## src/design/gef_pkg.sv

```systemverilog
// Package for the frame-level Gilbert-Elliott loss block.
// Holds default widths, register indexes, sequencer states and divider status.
// No dependencies.
package gef_pkg;

    localparam int PROB_FRAC_BITS_DEF = 16;
    localparam int FRAME_LEN_BITS_DEF = 12;
    localparam int COUNT_BITS_DEF     = 32;

    localparam int DRAW_BITS  = 14;
    localparam int BURST_BITS = 16;

    // draw scale: thresholds are out of 10000
    localparam logic [DRAW_BITS-1:0] DRAW_SCALE = 14'd10000;

    // configuration register indexes
    localparam logic REG_BAD_PROB  = 1'b0;
    localparam logic REG_BURST_LEN = 1'b1;

    typedef enum logic [3:0] {
        ST_IDLE,
        ST_DEN_MUL,
        ST_GB_LOAD,
        ST_GB_DIV,
        ST_POW_INIT,
        ST_POW_SQ,
        ST_POW_MB,
        ST_PB_MUL,
        ST_PGB_MUL,
        ST_PGB_DONE,
        ST_NUM_MUL,
        ST_PBG_LOAD,
        ST_PBG_DIV,
        ST_THR_MUL,
        ST_DECIDE
    } gef_state_t;

    typedef struct packed {
        logic busy;
        logic done;
    } gef_div_stat_t;

endpackage

```

## src/design/gef_qmul.sv

```systemverilog
// Shared registered multiplier for the loss block sequencer.
// Full-width product, loaded only when enabled. Depends on nothing.
module gef_qmul #(
    parameter int W = 17
) (
    input  logic           aclk,
    input  logic           en,
    input  logic [W-1:0]   a,
    input  logic [W-1:0]   b,
    output logic [2*W-1:0] prod
);

    logic [2*W-1:0] prod_reg;

    always_ff @(posedge aclk) begin
        if (en) begin
            prod_reg <= a * b;
        end
    end

    assign prod = prod_reg;

endmodule

```

## src/design/gef_div.sv

```systemverilog
// Restoring serial divider, one quotient bit per cycle.
// Depends on gef_pkg for the status struct.
module gef_div
    import gef_pkg::*;
#(
    parameter int NUM_W = 33,
    parameter int DEN_W = 32
) (
    input  logic             aclk,
    input  logic             aresetn,
    input  logic             start,
    input  logic [NUM_W-1:0] num,
    input  logic [DEN_W-1:0] den,
    output logic [NUM_W-1:0] quot,
    output gef_div_stat_t    stat
);

    localparam int CNT_W = $clog2(NUM_W + 1);

    logic [CNT_W-1:0] cnt_reg;
    logic             done_reg;
    logic [NUM_W-1:0] work_reg;
    logic [DEN_W-1:0] rem_reg;
    logic [DEN_W-1:0] den_reg;

    logic             busy;
    logic [DEN_W:0]   shifted;
    logic [DEN_W:0]   diff;
    logic             ge;

    assign busy    = (cnt_reg != '0);
    assign shifted = {rem_reg, work_reg[NUM_W-1]};
    assign diff    = shifted - {1'b0, den_reg};
    assign ge      = (shifted >= {1'b0, den_reg});

    always_ff @(posedge aclk) begin
        if (!aresetn) begin
            cnt_reg  <= '0;
            done_reg <= 1'b0;
        end else begin
            done_reg <= busy && (cnt_reg == CNT_W'(1));
            if (start) begin
                cnt_reg <= CNT_W'(NUM_W);
            end else if (busy) begin
                cnt_reg <= cnt_reg - CNT_W'(1);
            end
        end
    end

    always_ff @(posedge aclk) begin
        if (start) begin
            work_reg <= num;
            rem_reg  <= '0;
            den_reg  <= den;
        end else if (busy) begin
            work_reg <= {work_reg[NUM_W-2:0], ge};
            rem_reg  <= ge ? diff[DEN_W-1:0] : shifted[DEN_W-1:0];
        end
    end

    assign quot      = work_reg;
    assign stat.busy = busy;
    assign stat.done = done_reg;

endmodule

```

## src/design/gilbert_elliott_frame_loss.sv

```systemverilog
// Top level of the frame-level Gilbert-Elliott loss block.
// Depends on gef_pkg, gef_qmul (shared multiplier) and gef_div (serial divider).
//
// Usage:
//   cfg_*  : plain write port. cfg_addr 0 = bad_prob (Q0.F packet bad-state
//            probability), 1 = burst_len (mean burst in packets, 0 acts as 1).
//            Write only while the block is idle.
//   s_*    : one request per frame: packets in the frame and a uniform draw 0..9999.
//   m_*    : one result per request: lost flag, new state, frame bad-state
//            probability and saturating lost-frame count.
// Sequence: one request at a time. After acceptance the block runs the gb
//   divide, then square-and-multiply over the frame length bits (one shared
//   multiply per cycle), then the PB, PGB, threshold and decide steps; in the
//   bad state, when PB is not zero, a second divide forms PBG.
//   s_ready is high only while the sequencer is idle.
// Reset: state good, lost count zero, bad_prob 590, burst_len 150, no result.
// Receiver stall: the result sits in an output register; the next request
//   is still taken and computed, and waits at its last step until the
//   previous result is taken.
module gilbert_elliott_frame_loss
    import gef_pkg::*;
#(
    parameter int PROB_FRAC_BITS = PROB_FRAC_BITS_DEF,
    parameter int FRAME_LEN_BITS = FRAME_LEN_BITS_DEF,
    parameter int COUNT_BITS     = COUNT_BITS_DEF
) (
    input  logic                      aclk,
    input  logic                      aresetn,

    input  logic                      cfg_wr_en,
    input  logic                      cfg_addr,
    input  logic [((PROB_FRAC_BITS > BURST_BITS) ? PROB_FRAC_BITS : BURST_BITS)-1:0] cfg_wdata,

    input  logic                      s_valid,
    output logic                      s_ready,
    input  logic [FRAME_LEN_BITS-1:0] s_frame_pkts,
    input  logic [DRAW_BITS-1:0]      s_random_draw,

    output logic                      m_valid,
    input  logic                      m_ready,
    output logic                      m_lost,
    output logic                      m_next_state,
    output logic [PROB_FRAC_BITS-1:0] m_frame_bad_prob,
    output logic [COUNT_BITS-1:0]     m_lost_total
);

    localparam int F      = PROB_FRAC_BITS;
    localparam int MUL_W  = (F + 1 > BURST_BITS) ? F + 1 : BURST_BITS;
    localparam int PROD_W = 2 * MUL_W;
    localparam int NUM_W  = 2 * F + 1;
    localparam int DEN_W  = F + BURST_BITS;
    localparam int IDX_W  = $clog2(FRAME_LEN_BITS);

    localparam logic [F:0] ONE = {1'b1, {F{1'b0}}};

    // configuration
    logic [F-1:0]          bad_prob_reg;
    logic [BURST_BITS-1:0] burst_len_reg;

    // control
    gef_state_t            state_reg, state_next;
    logic [IDX_W-1:0]      bit_idx_reg;
    logic                  bad_state_reg;
    logic [COUNT_BITS-1:0] lost_count_reg;
    logic                  m_valid_reg;

    // payload
    logic [FRAME_LEN_BITS-1:0] flen_reg;
    logic [DRAW_BITS-1:0]      draw_reg;
    logic [F:0]                omg_reg;   // one minus gb
    logic [F:0]                s_reg;
    logic [F:0]                pb_reg;
    logic [F:0]                pgb_reg;
    logic [F:0]                pbg_reg;
    logic                      m_lost_reg;
    logic                      m_next_state_reg;
    logic [F-1:0]              m_frame_bad_prob_reg;
    logic [COUNT_BITS-1:0]     m_lost_total_reg;

    // shared units
    logic                  mul_en;
    logic [MUL_W-1:0]      mul_a, mul_b;
    logic [PROD_W-1:0]     mul_prod;
    logic                  div_start;
    logic [NUM_W-1:0]      div_num;
    logic [DEN_W-1:0]      div_den;
    logic [NUM_W-1:0]      div_quot;
    gef_div_stat_t         div_stat;

    logic [F:0]            q;          // Q0.F product
    logic [F:0]            quot_sat;
    logic [F:0]            p_ext;
    logic [BURST_BITS-1:0] len_eff;
    logic [DRAW_BITS-1:0]  thr;
    logic                  lost;
    logic                  accept;
    logic                  out_free;
    logic                  fire;

    assign p_ext    = {1'b0, bad_prob_reg};
    assign len_eff  = (burst_len_reg == '0) ? BURST_BITS'(1) : burst_len_reg;
    assign q        = mul_prod[F +: F + 1];
    assign quot_sat = (div_quot > NUM_W'(ONE)) ? ONE : div_quot[F:0];
    assign thr      = mul_prod[F +: DRAW_BITS];

    // good state: hit loses; bad state: hit recovers
    assign lost     = bad_state_reg ? !(draw_reg <= thr) : (draw_reg <= thr);

    assign s_ready  = (state_reg == ST_IDLE);
    assign accept   = s_valid && s_ready;
    assign out_free = !m_valid_reg || m_ready;
    assign fire     = (state_reg == ST_DECIDE) && out_free;

    gef_qmul #(
        .W(MUL_W)
    ) u_mul (
        .aclk(aclk),
        .en  (mul_en),
        .a   (mul_a),
        .b   (mul_b),
        .prod(mul_prod)
    );

    gef_div #(
        .NUM_W(NUM_W),
        .DEN_W(DEN_W)
    ) u_div (
        .aclk   (aclk),
        .aresetn(aresetn),
        .start  (div_start),
        .num    (div_num),
        .den    (div_den),
        .quot   (div_quot),
        .stat   (div_stat)
    );

    // next state
    always_comb begin
        state_next = state_reg;
        unique case (state_reg)
            ST_IDLE:     if (accept) state_next = ST_DEN_MUL;
            ST_DEN_MUL:  state_next = ST_GB_LOAD;
            ST_GB_LOAD:  state_next = ST_GB_DIV;
            ST_GB_DIV:   if (div_stat.done) state_next = ST_POW_INIT;
            ST_POW_INIT: state_next = ST_POW_SQ;
            ST_POW_SQ: begin
                if (flen_reg[bit_idx_reg]) begin
                    state_next = ST_POW_MB;
                end else if (bit_idx_reg == '0) begin
                    state_next = ST_PB_MUL;
                end
            end
            ST_POW_MB:   state_next = (bit_idx_reg == '0) ? ST_PB_MUL : ST_POW_SQ;
            ST_PB_MUL:   state_next = ST_PGB_MUL;
            ST_PGB_MUL:  state_next = ST_PGB_DONE;
            ST_PGB_DONE: begin
                // PBG is only needed from the bad state; PB of zero pins it to one
                if (bad_state_reg && (pb_reg != '0)) begin
                    state_next = ST_NUM_MUL;
                end else begin
                    state_next = ST_THR_MUL;
                end
            end
            ST_NUM_MUL:  state_next = ST_PBG_LOAD;
            ST_PBG_LOAD: state_next = ST_PBG_DIV;
            ST_PBG_DIV:  if (div_stat.done) state_next = ST_THR_MUL;
            ST_THR_MUL:  state_next = ST_DECIDE;
            ST_DECIDE:   if (out_free) state_next = ST_IDLE;
            default:     state_next = ST_IDLE;
        endcase
    end

    // shared unit requests
    always_comb begin
        mul_en    = 1'b0;
        mul_a     = '0;
        mul_b     = '0;
        div_start = 1'b0;
        div_num   = '0;
        div_den   = '0;
        unique case (state_reg)
            ST_DEN_MUL: begin
                mul_en = 1'b1;
                mul_a  = MUL_W'(len_eff);
                mul_b  = MUL_W'(ONE - p_ext);
            end
            ST_GB_LOAD: begin
                div_start = 1'b1;
                div_num   = NUM_W'(bad_prob_reg) << F;
                div_den   = mul_prod[DEN_W-1:0];
            end
            ST_POW_INIT: begin
                mul_en = 1'b1;
                mul_a  = MUL_W'(ONE);
                mul_b  = MUL_W'(ONE);
            end
            ST_POW_SQ: begin
                mul_en = 1'b1;
                mul_a  = MUL_W'(q);
                mul_b  = MUL_W'(q);
            end
            ST_POW_MB: begin
                mul_en = 1'b1;
                mul_a  = MUL_W'(q);
                mul_b  = MUL_W'(omg_reg);
            end
            ST_PB_MUL: begin
                mul_en = 1'b1;
                mul_a  = MUL_W'(ONE - p_ext);
                mul_b  = MUL_W'(q);
            end
            ST_PGB_MUL: begin
                mul_en = 1'b1;
                mul_a  = MUL_W'(omg_reg);
                mul_b  = MUL_W'(s_reg);
            end
            ST_NUM_MUL: begin
                mul_en = 1'b1;
                mul_a  = MUL_W'(pgb_reg);
                mul_b  = MUL_W'(ONE - pb_reg);
            end
            ST_PBG_LOAD: begin
                div_start = 1'b1;
                div_num   = mul_prod[NUM_W-1:0];
                div_den   = DEN_W'(pb_reg);
            end
            ST_THR_MUL: begin
                mul_en = 1'b1;
                mul_a  = MUL_W'(bad_state_reg ? pbg_reg : pgb_reg);
                mul_b  = MUL_W'(DRAW_SCALE);
            end
            ST_IDLE, ST_GB_DIV, ST_PGB_DONE, ST_PBG_DIV, ST_DECIDE: begin
            end
            default: begin
            end
        endcase
    end

    // control registers
    always_ff @(posedge aclk) begin
        if (!aresetn) begin
            state_reg      <= ST_IDLE;
            bit_idx_reg    <= '0;
            bad_state_reg  <= 1'b0;
            lost_count_reg <= '0;
            m_valid_reg    <= 1'b0;
            bad_prob_reg   <= F'(590);
            burst_len_reg  <= BURST_BITS'(150);
        end else begin
            state_reg <= state_next;

            if (cfg_wr_en) begin
                unique case (cfg_addr)
                    REG_BAD_PROB:  bad_prob_reg  <= cfg_wdata[F-1:0];
                    REG_BURST_LEN: burst_len_reg <= cfg_wdata[BURST_BITS-1:0];
                    default:       ;
                endcase
            end

            // frame length bits walk from the top down
            if (state_reg == ST_POW_INIT) begin
                bit_idx_reg <= IDX_W'(FRAME_LEN_BITS - 1);
            end else if (((state_reg == ST_POW_SQ) && !flen_reg[bit_idx_reg]) ||
                         (state_reg == ST_POW_MB)) begin
                if (bit_idx_reg != '0) begin
                    bit_idx_reg <= bit_idx_reg - IDX_W'(1);
                end
            end

            if (fire) begin
                m_valid_reg   <= 1'b1;
                bad_state_reg <= lost;
                if (lost && (lost_count_reg != '1)) begin
                    lost_count_reg <= lost_count_reg + COUNT_BITS'(1);
                end
            end else if (m_ready) begin
                m_valid_reg <= 1'b0;
            end
        end
    end

    // payload registers
    always_ff @(posedge aclk) begin
        if (accept) begin
            flen_reg <= s_frame_pkts;
            draw_reg <= s_random_draw;
        end
        if ((state_reg == ST_GB_DIV) && div_stat.done) begin
            omg_reg <= ONE - quot_sat;
        end
        if (state_reg == ST_PB_MUL) begin
            s_reg <= q;
        end
        if (state_reg == ST_PGB_MUL) begin
            pb_reg <= ONE - q;
        end
        if (state_reg == ST_PGB_DONE) begin
            pgb_reg <= ONE - q;
            if (pb_reg == '0) begin
                pbg_reg <= ONE;
            end
        end
        if ((state_reg == ST_PBG_DIV) && div_stat.done) begin
            pbg_reg <= quot_sat;
        end
        if (fire) begin
            m_lost_reg           <= lost;
            m_next_state_reg     <= lost;
            // PB of exactly one is reported as the largest fraction
            m_frame_bad_prob_reg <= pb_reg[F] ? {F{1'b1}} : pb_reg[F-1:0];
            if (lost && (lost_count_reg != '1)) begin
                m_lost_total_reg <= lost_count_reg + COUNT_BITS'(1);
            end else begin
                m_lost_total_reg <= lost_count_reg;
            end
        end
    end

    assign m_valid          = m_valid_reg;
    assign m_lost           = m_lost_reg;
    assign m_next_state     = m_next_state_reg;
    assign m_frame_bad_prob = m_frame_bad_prob_reg;
    assign m_lost_total     = m_lost_total_reg;

endmodule

```

## config.mk

```make
export PLATFORM = sky130hd
export DESIGN_NAME = gilbert_elliott_frame_loss
export DESIGN_NICKNAME = d
export VERILOG_FILES = /design/src/design/gef_pkg.sv /design/src/design/gef_qmul.sv /design/src/design/gef_div.sv /design/src/design/gilbert_elliott_frame_loss.sv
export SDC_FILE = /design/constraint.sdc
export NUM_CORES = 2
export LEC_CHECK = 0
export ABC_AREA = 0
export ABC_CLOCK_PERIOD_IN_PS = 17070
export BUFFER_PORTS_ARGS = -buffer_cell sky130_fd_sc_hd__buf_4
export CELL_PAD_IN_SITES_DETAIL_PLACEMENT = 0
export CELL_PAD_IN_SITES_GLOBAL_PLACEMENT = 1
export CORE_MARGIN = 3
export CORE_UTILIZATION = 35
export DETAILED_ROUTE_END_ITERATION = 16
export PLACE_DENSITY_LB_ADDON = 0.3
export SLEW_MARGIN = 20
export SYNTH_ARGS = -nofsm -noshare
export SYNTH_HDL_FRONTEND = slang
export SYNTH_SLANG_ARGS = --single-unit
```

## constraint.sdc

```tcl
create_clock -name aclk -period 17.07 [get_ports aclk]
set_input_delay 3.414 -clock aclk [delete_from_list [all_inputs] [get_ports aclk]]
set_output_delay 3.414 -clock aclk [all_outputs]
set_load 0.1 [all_outputs]
```

==> impl_results.md <==
- First-pass DRT Iterations: 6
- Clock sink total: 371
- PwrDens: 130 nW/um^2
- Area grow syn2layout: 11.2%
- Core footprint: 79100 sq um
- Fin. Hold Viols: 0
- Register area share after synthesis: 0.358
- Final antenna-violating net count: 0
- CTS Hold Bufs: 0
- Max-cap viol count: 0
- RSZ-0062 raised after global routing: false
- Post_cts resized: 0
- Reg2reg path depth: 28
- Clock Skew: 0.0290 ns
- Mapped Area: 28000 sq um
- Post-Synthesis Cells: 2917
- Worst Slack Setup Final: 7.56 ns
- Min-Delay Path Class: reg -> reg
- Required @ worst endpoint: 17.38 ns
- Global route total overflow: 0
- TNS Setup: 0 ns
- Avg Vias per Cell: 5.36
- Post-CTS setup buffer count: 0
- Synth Flop Type: edfxtp_1
- Largest area contributor in the netlist: edfxtp_1
- Rows: 103
- Fin nets: 3393
- Most used cell, CP: fa_1
- Status: finished clean
- Leakage: 13.2 nW
- Via count: 21700
- Setup crit start: state_reg[2]
- Post-synthesis async set-or-reset flop share: 0
- Cell Area, Placed: 29900 sq um
- WL final: 87600 um
- Library cells used by synthesis: 84
- Synth top area cells: edfxtp_1 28%, fa_1 16%, dfxtp_1 8.1%, ha_1 7.1%, nand2_1 5.7%
- Hold_ws: 0.473 ns
- DP Worst Slack: 7.67 ns
- Worst r2r src: state_reg[2]
- Initial core utilization: 0.354
- Post-synth EDFFs: 258
- Detailed placement HPWL: 67300 um
- #FFs+latches synth: 371
- Initial DRC count: 2187
- Ant diodes: 0
- Clk pin slew, worst setup/hold paths: 0.06 ns
- Yosys top cell area share: 0.277
- GP Congestion: 0.967
- Residual DRC: 0
- H-tree Lvls: 2
- Tmin final: 9.51 ns
- Final Total Pwr: 4.06 mW
- Skew-Pair Late Insertion Delay: 0.58 ns
- Syn nets: 3347
- Die H: 289 um
- Share of cells above drive strength 1: 0.0881
- Worst R2R End: u_mul.prod[28]
- Final setup fails: 0
- Num CTS Buffers: 40
- FMAX: 0.105 GHz
- Vias in the first global route: 22000
- Slew Limit Fails: 0
- Wirelength per Cell: 21.7 um
- Worst VDD drop: 67.3 uV
- PortBufs: 99
- Flop2flop setup slack: 7.56 ns
- Total GRT Usage: 0.210
- Syn_area_per_cell: 9.59 sq um
- Worst slew pin tran: 1.15 ns
- Root buffer cell: clkbuf_16
- Fillers: 7908
- Die area: 83400 sq um
- Fin crit share: 0.557
- CP Capture Type: flip-flop
- Synth Warn #: 0
- CP Capture Point: u_mul.prod[28]
- CP Class: reg -> reg
- Initial antenna violation count: 0
- Slew HR: 0.233
- Crit start category: flip-flop
- Global-route wire length before repair: 133000 um
- Clk buf depth: 3
- Crit-path slowest cell: dfxtp_1
- TritonCTS clock tree: yes
- IO Count: 100
- Finished Cell Area: 31100 sq um
- Width of the die: 289 um
- Max incr delay on CP: 0.70 ns
- Arr. time, crit path: 9.82 ns
- Largest net degree at the start of global routing: 61
- CP Max Fanout: 18
## cell usage after synthesis, types with 29 or more instances
| cell type | count |
|---|---|
| nand4_1 | 36 |
| clkbuf_1 | 115 |
| nand2_1 | 425 |
| inv_1 | 356 |
| edfxtp_1 | 258 |
| nor2_1 | 204 |
| xnor2_1 | 110 |
| nand3_1 | 68 |
| o21ai_0 | 88 |
| ha_1 | 158 |
| fa_1 | 224 |
| and3_1 | 42 |
| a22o_1 | 35 |
| and2_1 | 63 |
| nor3_1 | 35 |
| nand2b_1 | 29 |
| xor2_1 | 48 |
| dfxtp_1 | 113 |
| a22oi_1 | 35 |
| a21oi_1 | 127 |
## how the worst min path moves through the flow
stage / slack, ns / from / to / depth (start not counted)
floorplan: 0.42 / u_mul.prod[17] / s_reg[1] / 0
global placement: 0.46 / u_div.cnt_reg[4] / u_div.cnt_reg[4] / 2
detailed placement: 0.47 / u_div.rem_reg[1] / u_div.rem_reg[1] / 2
CTS: 0.48 / u_div.rem_reg[4] / u_div.rem_reg[4] / 2
global route: 0.51 / burst_len_reg[0] / burst_len_reg[0] / 2
finish: 0.47 / u_div.rem_reg[4] / u_div.rem_reg[4] / 2
## per-stage QoR
step	std cells	utilization
after floorplan	2917	-
after global placement	3971	0.377
after detailed placement	3971	0.377
after CTS	4045	0.393
after global routing	4045	0.393
final	4045	0.393
## cell usage in the layout (no fill, tap or decap), types with 12 or more instances in the layout
| cell | count |
|---|---|
| ha_1 | 158 |
| and3_1 | 41 |
| nand4_1 | 36 |
| nand3_1 | 68 |
| o31ai_1 | 12 |
| a21boi_0 | 16 |
| or3_1 | 17 |
| a22o_1 | 35 |
| xnor2_1 | 110 |
| edfxtp_1 | 258 |
| a211oi_1 | 18 |
| o21ai_0 | 87 |
| mux2i_1 | 12 |
| nand2_1 | 425 |
| nand2b_1 | 29 |
| fa_1 | 224 |
| nor3_1 | 32 |
| nor2_1 | 203 |
| clkbuf_16 | 40 |
| nor2b_1 | 19 |
| o211ai_1 | 15 |
| a21oi_1 | 127 |
| a222oi_1 | 19 |
| nor4_1 | 23 |
| xor2_1 | 48 |
| or2_2 | 23 |
| dfxtp_1 | 113 |
| a22oi_1 | 35 |
| buf_4 | 139 |
| a21o_1 | 22 |
| and2_1 | 62 |
| inv_1 | 355 |
## logic make-up (layout without fill, tap and decap cells)
group,Yosys count,count (layout),share of synthesized area
compound gates,468,468,0.113
xor+xnor,159,159,0.0500
fa+ha+maj,382,382,0.231
buf+inv,494,572,0.0676
flops,371,371,0.358
mux,15,15,0.00671
simple gates,1028,1028,0.174
## cell type report
cell class                 count  area, sq um  area share
tap                         1050         1310      0.0422
inverter                     359         1350      0.0433
clock buffer                  50         1060      0.0340
clock inverter                24          198     0.00635
timing repair buffer         139         1040      0.0335
sequential                   371        10000       0.322
multi-input combinational   2052        16200       0.519
## metal layers
| layer | wire, um | vias to the layer above | track usage |
|---|---|---|---|
| li1 | - | 9992 | - |
| met1 | 35700 | 10700 | 0.268 |
| met2 | 42700 | 808 | 0.359 |
| met3 | 5730 | 191 | 0.0330 |
| met4 | 3500 | 0 | 0.0774 |
| met5 | 0 | - | 0 |
## where the power goes
| group | switching, mW | internal, mW |
|---|---|---|
| logic | 1.15 | 0.641 |
| registers | 0.218 | 1.21 |
| clock network | 0.381 | 0.463 |
## worst max-delay path: cells and delay by family, from the launching register on
family                     cells  cell delay (ns)
adders and majority gates      7             3.50
buffers and inverters          6             0.54
and+or+nand+nor                7             2.12
DFF                            1             0.70
AOI/OAI and AO/OA              7             2.25
xor gates and xnor gates       1             0.14
Power figures use the tool's default switching activity.
